`config.mk`:
```
export PLATFORM = sky130hd
export DESIGN_NAME = word_multiply_xor_hash_unit
export DESIGN_NICKNAME = d
export VERILOG_FILES = /design/src/hw/rtl/wmxh_pkg.sv /design/src/hw/rtl/wmxh_mix.sv /design/src/hw/rtl/word_multiply_xor_hash_unit.sv
export VERILOG_INCLUDE_DIRS = /design/src /design/src/hw/rtl
export SDC_FILE = /design/constraint.sdc
export NUM_CORES = 2
export LEC_CHECK = 0
export ABC_AREA = 1
export BUFFER_PORTS_ARGS = -buffer_cell sky130_fd_sc_hd__buf_2
export CAP_MARGIN = 5
export CORE_ASPECT_RATIO = 0.8
export CORE_MARGIN = 8
export CORE_UTILIZATION = 40
export CTS_BUF_LIST = sky130_fd_sc_hd__clkbuf_8 sky130_fd_sc_hd__clkbuf_16
export DETAILED_ROUTE_END_ITERATION = 8
export GPL_TIMING_DRIVEN = 0
export PLACE_DENSITY = 0.56
export SLEW_MARGIN = 15
export SYNTH_ARGS = -nofsm -noshare
export SYNTH_HDL_FRONTEND = slang
export SYNTH_HIERARCHICAL = 1
export SYNTH_SLANG_ARGS = --single-unit
```
`constraint.sdc`:
```
create_clock -name i_clk -period 15.9 [get_ports i_clk]
set_input_delay 1.59 -clock i_clk [delete_from_list [all_inputs] [get_ports i_clk]]
set_output_delay 1.59 -clock i_clk [all_outputs]
set_load 0.005 [all_outputs]
```
`src/hw/rtl/word_multiply_xor_hash_unit_macros.svh`:
```
// Assertion macros shared by the hash unit RTL.
// Every macro expects i_clk and i_rst_n to be in scope.
`ifndef WORD_MULTIPLY_XOR_HASH_UNIT_MACROS_SVH
`define WORD_MULTIPLY_XOR_HASH_UNIT_MACROS_SVH

// Same-cycle implication, checked outside reset.
`define WMXH_ASSERT_NOW(label, ante, cons) \
    label: assert property (@(posedge i_clk) disable iff (!i_rst_n) (ante) |-> (cons)) \
        else $error("hash unit check failed");

// Next-cycle implication, checked outside reset.
`define WMXH_ASSERT_NEXT(label, ante, cons) \
    label: assert property (@(posedge i_clk) disable iff (!i_rst_n) (ante) |=> (cons)) \
        else $error("hash unit check failed");

`endif

```
`src/hw/rtl/wmxh_pkg.sv`:
```
// Package for the word multiply-xor hash unit: constants, mix result struct,
// and the 64-bit modular multiply. No dependencies.
package wmxh_pkg;

    localparam logic [63:0] SEED      = 64'd2166136261;
    localparam logic [63:0] FULL_MULT = 64'hbf58476d1ce4e5b9;
    localparam logic [63:0] TAIL_MULT = 64'hd6e8feb86659fd93;
    localparam logic [3:0]  WORD_BYTES = 4'd8;

    typedef struct packed {
        logic [63:0] acc;    // accumulator after this word
        logic [7:0]  len;    // length byte after this word
        logic        emit;   // word ends the key
        logic [31:0] hash;   // folded hash, meaningful when emit
    } t_mix_res;

    // Low 64 bits of a 64x64 product: only the low cross terms survive.
    function automatic logic [63:0] mul64_lo(input logic [63:0] a, input logic [63:0] b);
        logic [63:0] ll;
        logic [31:0] lh;
        logic [31:0] hl;
        ll = {32'b0, a[31:0]} * {32'b0, b[31:0]};
        lh = a[31:0] * b[63:32];
        hl = a[63:32] * b[31:0];
        return ll + {lh + hl, 32'b0};
    endfunction

endpackage

```
`src/hw/rtl/wmxh_mix.sv`:
```
// Combinational mix step of the hash: one key word against the current state.
// Depends on wmxh_pkg.
module wmxh_mix (
    input  logic [63:0]        i_acc,
    input  logic [7:0]         i_len,
    input  logic [63:0]        i_data_word,
    input  logic [3:0]         i_valid_bytes,
    input  logic               i_last_word,
    output wmxh_pkg::t_mix_res o_res
);

    logic [3:0]  nb;
    logic        full;
    logic [7:0]  len_sum;
    logic [63:0] masked;
    logic [63:0] operand;
    logic [63:0] prod;
    logic [63:0] acc_new;

    // counts above eight act as a full word
    assign nb      = i_valid_bytes[3] ? wmxh_pkg::WORD_BYTES : i_valid_bytes;
    assign full    = (nb == wmxh_pkg::WORD_BYTES);
    assign len_sum = i_len + {4'b0, nb};

    always_comb begin
        for (int i = 0; i < 8; i++) begin
            masked[8*i +: 8] = (4'(i) < nb) ? i_data_word[8*i +: 8] : 8'h00;
        end
    end

    // tail bytes move up one lane, length byte fills the bottom
    assign operand = i_acc ^ (full ? i_data_word : {masked[55:0], len_sum});
    assign prod    = wmxh_pkg::mul64_lo(operand,
                                        full ? wmxh_pkg::FULL_MULT : wmxh_pkg::TAIL_MULT);
    assign acc_new = (nb == 4'd0) ? i_acc : prod;

    assign o_res.acc  = acc_new;
    assign o_res.len  = len_sum;
    assign o_res.emit = !full || i_last_word;
    assign o_res.hash = acc_new[63:32] ^ acc_new[31:0];

endmodule

```
`src/hw/rtl/word_multiply_xor_hash_unit.sv`:
```
// Word multiply-xor hash unit: takes one 64-bit little-endian key word per
// cycle while o_in_stall is low and returns a folded 32-bit hash when the key
// ends (last_word set or fewer than eight bytes). Throughput is one word per
// clock unless a hash-producing word waits on a held output slot; a word is held
// in the input register and its hash is then loaded into the output register.
// The accumulator update (xor plus a 64-bit constant multiply, built from three
// 32-bit partial products) is combinational, which sets the one-word-per-clock rate.
// Depends on wmxh_pkg, wmxh_mix and word_multiply_xor_hash_unit_macros.svh.
`include "word_multiply_xor_hash_unit_macros.svh"

module word_multiply_xor_hash_unit (
    input  logic        i_clk,
    input  logic        i_rst_n,
    input  logic        i_in_valid,
    output logic        o_in_stall,
    input  logic [63:0] i_data_word,
    input  logic [3:0]  i_valid_bytes,
    input  logic        i_last_word,
    output logic        o_out_valid,
    input  logic        i_out_stall,
    output logic [31:0] o_hash_value
);

    logic        r_in_valid;
    logic [63:0] r_word;
    logic [3:0]  r_nb;
    logic        r_last;
    logic [63:0] r_acc;
    logic [7:0]  r_len;
    logic        r_out_valid;
    logic [31:0] r_hash;

    wmxh_pkg::t_mix_res mix;
    logic               proceed;
    logic               in_take;

    wmxh_mix u_mix (
        .i_acc         (r_acc),
        .i_len         (r_len),
        .i_data_word   (r_word),
        .i_valid_bytes (r_nb),
        .i_last_word   (r_last),
        .o_res         (mix)
    );

    // a word only waits if it produces a hash and the output slot is still held
    assign proceed    = r_in_valid && (!mix.emit || !r_out_valid || !i_out_stall);
    assign o_in_stall = r_in_valid && !proceed;
    assign in_take    = i_in_valid && !o_in_stall;

    always_ff @(posedge i_clk) begin
        if (!i_rst_n) begin
            r_in_valid <= 1'b0;
        end else if (in_take) begin
            r_in_valid <= 1'b1;
        end else if (proceed) begin
            r_in_valid <= 1'b0;
        end
    end

    always_ff @(posedge i_clk) begin
        if (in_take) begin
            r_word <= i_data_word;
            r_nb   <= i_valid_bytes;
            r_last <= i_last_word;
        end
    end

    always_ff @(posedge i_clk) begin
        if (!i_rst_n) begin
            r_acc <= wmxh_pkg::SEED;
            r_len <= 8'd0;
        end else if (proceed) begin
            if (mix.emit) begin
                r_acc <= wmxh_pkg::SEED;
                r_len <= 8'd0;
            end else begin
                r_acc <= mix.acc;
                r_len <= mix.len;
            end
        end
    end

    always_ff @(posedge i_clk) begin
        if (!i_rst_n) begin
            r_out_valid <= 1'b0;
        end else if (proceed && mix.emit) begin
            r_out_valid <= 1'b1;
        end else if (!i_out_stall) begin
            r_out_valid <= 1'b0;
        end
    end

    always_ff @(posedge i_clk) begin
        if (proceed && mix.emit) begin
            r_hash <= mix.hash;
        end
    end

    assign o_out_valid  = r_out_valid;
    assign o_hash_value = r_hash;

    `WMXH_ASSERT_NOW(a_stall_needs_word, o_in_stall, r_in_valid)
    `WMXH_ASSERT_NOW(a_short_word_ends_key, r_in_valid && !r_nb[3], mix.emit)
    `WMXH_ASSERT_NEXT(a_emit_restarts, proceed && mix.emit,
        r_acc == wmxh_pkg::SEED && r_len == 8'd0)
    `WMXH_ASSERT_NEXT(a_emit_lands, proceed && mix.emit,
        r_out_valid && r_hash == $past(mix.hash))

endmodule

```
; After elaboration in Yosys (flattened, before gate mapping)
; Index checks and enable logic that the tools add are counted.
[word_totals]
register_bits = 175
out_inout_bits = 34
[op_classes]
n_addsub = 3
mul = 3
order_cmp = 7
n_eq_ne = 2
mux = 17
bitwise_logic = 2
reduce_logical = 15
[op_table]
columns = op, count
row1 = 64-bit two-way mux, 3
row2 = 64-bit adder, 1
row3 = 32-bit by 32-bit multiplier with 32-bit output, 2
row4 = 32-bit by 32-bit multiplier with 64-bit output, 1
row5 = 8-bit two-way mux, 8
row6 = 64-bit XOR, 1
row7 = 63-bit two-way mux, 1
row8 = 32-bit adder, 1
row9 = 32-bit XOR, 1
row10 = 3-bit by 4-bit less-than comparator with 1-bit output (first input constant), 3
row11 = 8-bit by 4-bit adder with 8-bit output, 1
row12 = 1-bit by 4-bit less-than comparator with 1-bit output (first input constant), 2
row13 = 2-bit by 4-bit less-than comparator with 1-bit output (first input constant), 2
row14 = 1-bit logical NOT, 6
row15 = 4-bit == test (second input constant), 1
row16 = 1-bit logical AND, 4
row17 = 4-bit logical NOT, 1
row18 = 1-bit two-way mux, 4
row19 = 4-bit two-way mux, 1
row20 = 1-bit logical OR, 3
row21 = 2-bit by 1-bit != test with 1-bit output (second input constant), 1
row22 = 2-bit nonzero test, 1

; Longest topological paths before layout
[logic_depth]
word_depth = 13
depth_mapped = 84
depth_no_buf = 79

; Cells and area by module
; Netlist, hierarchy kept.
[modules_own_cells]
columns = module, instances, cells_each, area_each_um2
row1 = wmxh_mix, 1, 5865, 53032.1
row2 = word_multiply_xor_hash_unit, 1, 433, 5811.8

; Worst setup path before layout
; OpenSTA, ideal clock, no wires.
[synth_timing]
kind = reg2reg
from = register r_nb[3]
to = register r_hash[28], in the netlist o_hash_value[28] (data pin)
arrival_ns = 14.064
setup_slack_ns = 1.583
stages_incl_launch_ff = 64
n_path_buf = 8
period_less_slack_ns = 14.317
path_cell_list = edfxtp_1 -> buf_6 -> buf_6 -> buf_6 -> buf_2 -> clkbuf_1 -> clkbuf_1 -> buf_1 -> clkbuf_1 -> nor2_1 -> ha_1 -> ha_1 -> inv_1 -> nand2_2 -> xnor2_1 -> o21ai_0 -> xor2_1 -> nor2_1 -> (+28 left out) -> nand2_1 -> nor2_1 -> inv_1 -> nor3_1 -> nand3_1 -> nand3_1 -> a21o_1 -> a21o_1 -> nand2_1 -> nand2_1 -> nand2_1 -> nand2_1 -> nand3_1 -> nand2_1 -> xor2_1 -> nand2_1 -> nand3_1 -> nand2_1
[synth_lines]
columns = element, line
row1 = from (decl), word_multiply_xor_hash_unit.sv:26  ; logic [3:0] r_nb;
row2 = from (signal assigned), word_multiply_xor_hash_unit.sv:64  ; r_nb <= i_valid_bytes;
row3 = to (signal assigned), word_multiply_xor_hash_unit.sv:96  ; r_hash <= mix.hash;
row4 = to (decl), word_multiply_xor_hash_unit.sv:31  ; logic [31:0] r_hash;

==> results_dict.tcl <==
set metrics [dict create \
    synth_flop_cell "edfxtp_1" \
    synth_top_family_by_area "adder cells" \
    synth_mux_area_share_pct 0 \
    place_hpwl_um 206000 \
    vias 43526 \
    endpoint_kind "flip-flop" \
    timing.final.ws_setup_ns 0.301 \
    synth_seq_area_share_pct 7.67 \
    max_freq_ghz 0.0641 \
    clkTransAtPathRegs_ns 0.08 \
    root_buffer "clkbuf_16" \
    synthSimpleGateAreaFrac_pct 9.33 \
    slowest_stage "fa_2" \
    rows 126 \
    cp_num_buf_inv 17 \
    fin_crit_sh_pct 98.1 \
    hold_path_class "flip-flop to flip-flop" \
    io_pins 107 \
    synth_area_per_cell_um2 9.34 \
    synth_compound_area_share_pct 3.90 \
    synthTopCellsByCount "2,025 x inv_1, 1,386 x fa_1, 799 x nand2_1" \
    coreArea_um2 147000 \
    wl_per_cell_um 27.1 \
    grt_usage_pct 29.1 \
    max-cap-violations 0 \
    die_w_um 445 \
    synth_cells 6298 \
    finalHoldViolations 0 \
    ys_ff_latch 175 \
    fin_crit_ns 15.60 \
    path_common_cell "fa_1" \
    drt_iter0_drc 4485 \
    fin_skew_ns 0.0126 \
    portBuffers 105 \
    cts_sinks 175 \
    syn-cell-area_um2 58800 \
    ys_async_sr_fraction_pct 0 \
    yosysMostFrequentCell "inv_1" \
    critPathKind "flip-flop to flip-flop" \
    worst_pin_slew_ns 1.30 \
    ys_top_cells_by_area "fa_1 47%, ha_1 16%, inv_1 13%" \
    maxSlewHeadroom_pct 12.9 \
    grt_first_pass_wirelength_um 332000 \
    clk_latency_ns 0.45 \
    synth_cell_types 54 \
    globalRouteOverflowTotal 0 \
    areaGrowthSynthToFinish_pct 8.97 \
    globalplace.congestion 1.05 \
    synthXorXnorAreaFrac_pct 2.65 \
    grt_antenna_before_repair 7 \
    setup_viol 0 \
    synth_top_cell_by_area "fa_1" \
    cts-htree-levels 4 \
    status "finished clean" \
    drt_pass1_iterations 5 \
    dp_slack_ns -4.04 \
    synth-adder-area-share_pct 62.7 \
    initial_core_util_pct 40.1 \
    cts_tree "yes" \
    fin_util_pct 43.7 \
    die_area_um2 160000 \
    cts_made_buffers 17 \
    cpLargestDelayFamily "adder cells" \
    worst_ep_arrival_time_ns 15.84 \
    start_kind "flip-flop" \
    timing.hold.ws_ns 0.470 \
    synth_edf_count 101 \
    max-clock-path-buffers 2 \
    drv_slew 0 \
    grt_max_degree 33 \
    wirelength_um 232000 \
    netlist.area_leader.share_pct 47.2 \
    fin_nets 8737 \
    grt_pass1_vias 46167 \
    dieHeight_um 359 \
    drive_above_1_share_pct 6.22 \
    drc_errors 0 \
    yosys_warnings 6 \
    required_ns 16.14 \
    max_stage_delay_ns 0.62 \
    crit_fanout 19 \
    ant_nets 0 \
    via_per_inst 5.09 \
]
[kinds of logic after synthesis]
logic type      after synthesis
flops                       175
compound gates              390
simple gates               1319
buf+inv                    2121
xor+xnor                    175
other cells                   2
fa+ha+maj                  2116
[repair_timing]
action	in CTS	in global routing
setup buffers	16	7
gates resized for setup	56	44
pin swaps	5	8
gates cloned	0	0
hold endpoints to repair	0	0
endpoints found under the setup margin	57	37
hold buffers	0	0
[through the flow]
| stage | cells | instance area, µm² | TNS [ns] |
|---|---|---|---|
| 3_5_place_dp | 8492 | 62900 | -169.79 |
| 2_1_floorplan | 6375 | 59100 | 0 |
| 3_3_place_gp | 8464 | 62100 | -287.18 |
| 6_report | 8546 | 64100 | 0 |
| 4_1_cts | 8538 | 63800 | 0 |
| 5_1_grt | 8545 | 64100 | -0.186 |
[area by class of cell]
cell class                 instances  area [µm²]
fill                           14518       82700
multi-input combinational       4079       47200
inverter                        2037        7680
sequential                       175        4510
tap                             1984        2480
timing repair buffer             156        1160
buffer                            82         492
clock buffer                      17         425
clock inverter                    15         186
antenna                            1        2.50
[cell usage in the layout (no fill, tap or decap), types with 7 or more instances in the layout]
cell,instances
inv_1,2016
fa_1,1385
nand2_1,795
ha_1,727
nor2_1,223
nand3_1,166
a21oi_1,166
buf_2,120
edfxtp_1,101
o21ai_0,88
conb_1,79
dfxtp_1,74
xnor2_1,72
xor2_1,69
clkbuf_1,37
buf_4,30
o211ai_1,25
a21oi_2,24
nor2_2,23
a31oi_1,20
nand2_2,18
buf_6,17
nand4_1,17
clkbuf_16,17
nor2_4,15
or2_2,15
nand3b_1,15
xor2_4,14
buf_8,14
a21o_1,12
xor2_2,12
inv_2,10
buf_12,10
o21ai_1,10
o21a_1,10
nor3_1,9
clkinvlp_4,8
o21bai_1,7
nand3_2,7
[sequential cells by signal, indices dropped and copies added (netlist names)]
name,cells
o_hash_value,32
o_out_valid,1
r_acc,64
r_in_valid,1
r_last,1
r_len,8
r_nb,4
r_word,64
[worst register-to-register path: cells and delay by family, from the launching register on]
family,cells,cell delay [ns]
buffers and inverters,17,2.62
AO/OA/AOI/OAI,9,1.94
AND/OR/NAND/NOR,7,1.27
XOR/XNOR,3,1.06
adder cells (fa/ha/maj),19,8.11
flip-flops,1,0.40
[per-layer routing]
metal	part of all wire (%)	wire (µm)	up-vias	GRT usage, %
met4	4.4	10200	12	9.92
met1	42	98400	22274	40.8
met2	41	94000	2076	41.2
met3	13	29300	354	10.9
li1	-	-	18810	-
met5	0.034	79	-	0
[path summary, 6_finish.rpt]
kind	from	end	slack, ns	cells past startpoint
setup reg to reg	r_nb[3]	o_hash_value[21]	0.30	55
setup / recovery	r_nb[3]	o_hash_value[21]	0.30	55
hold reg to reg	r_len[3]	r_len[3]	0.47	2
hold / removal	r_len[3]	r_len[3]	0.47	2
Power is not shown: default switching activity piles up to over one toggle a cycle in this logic, so the estimate is an artifact.
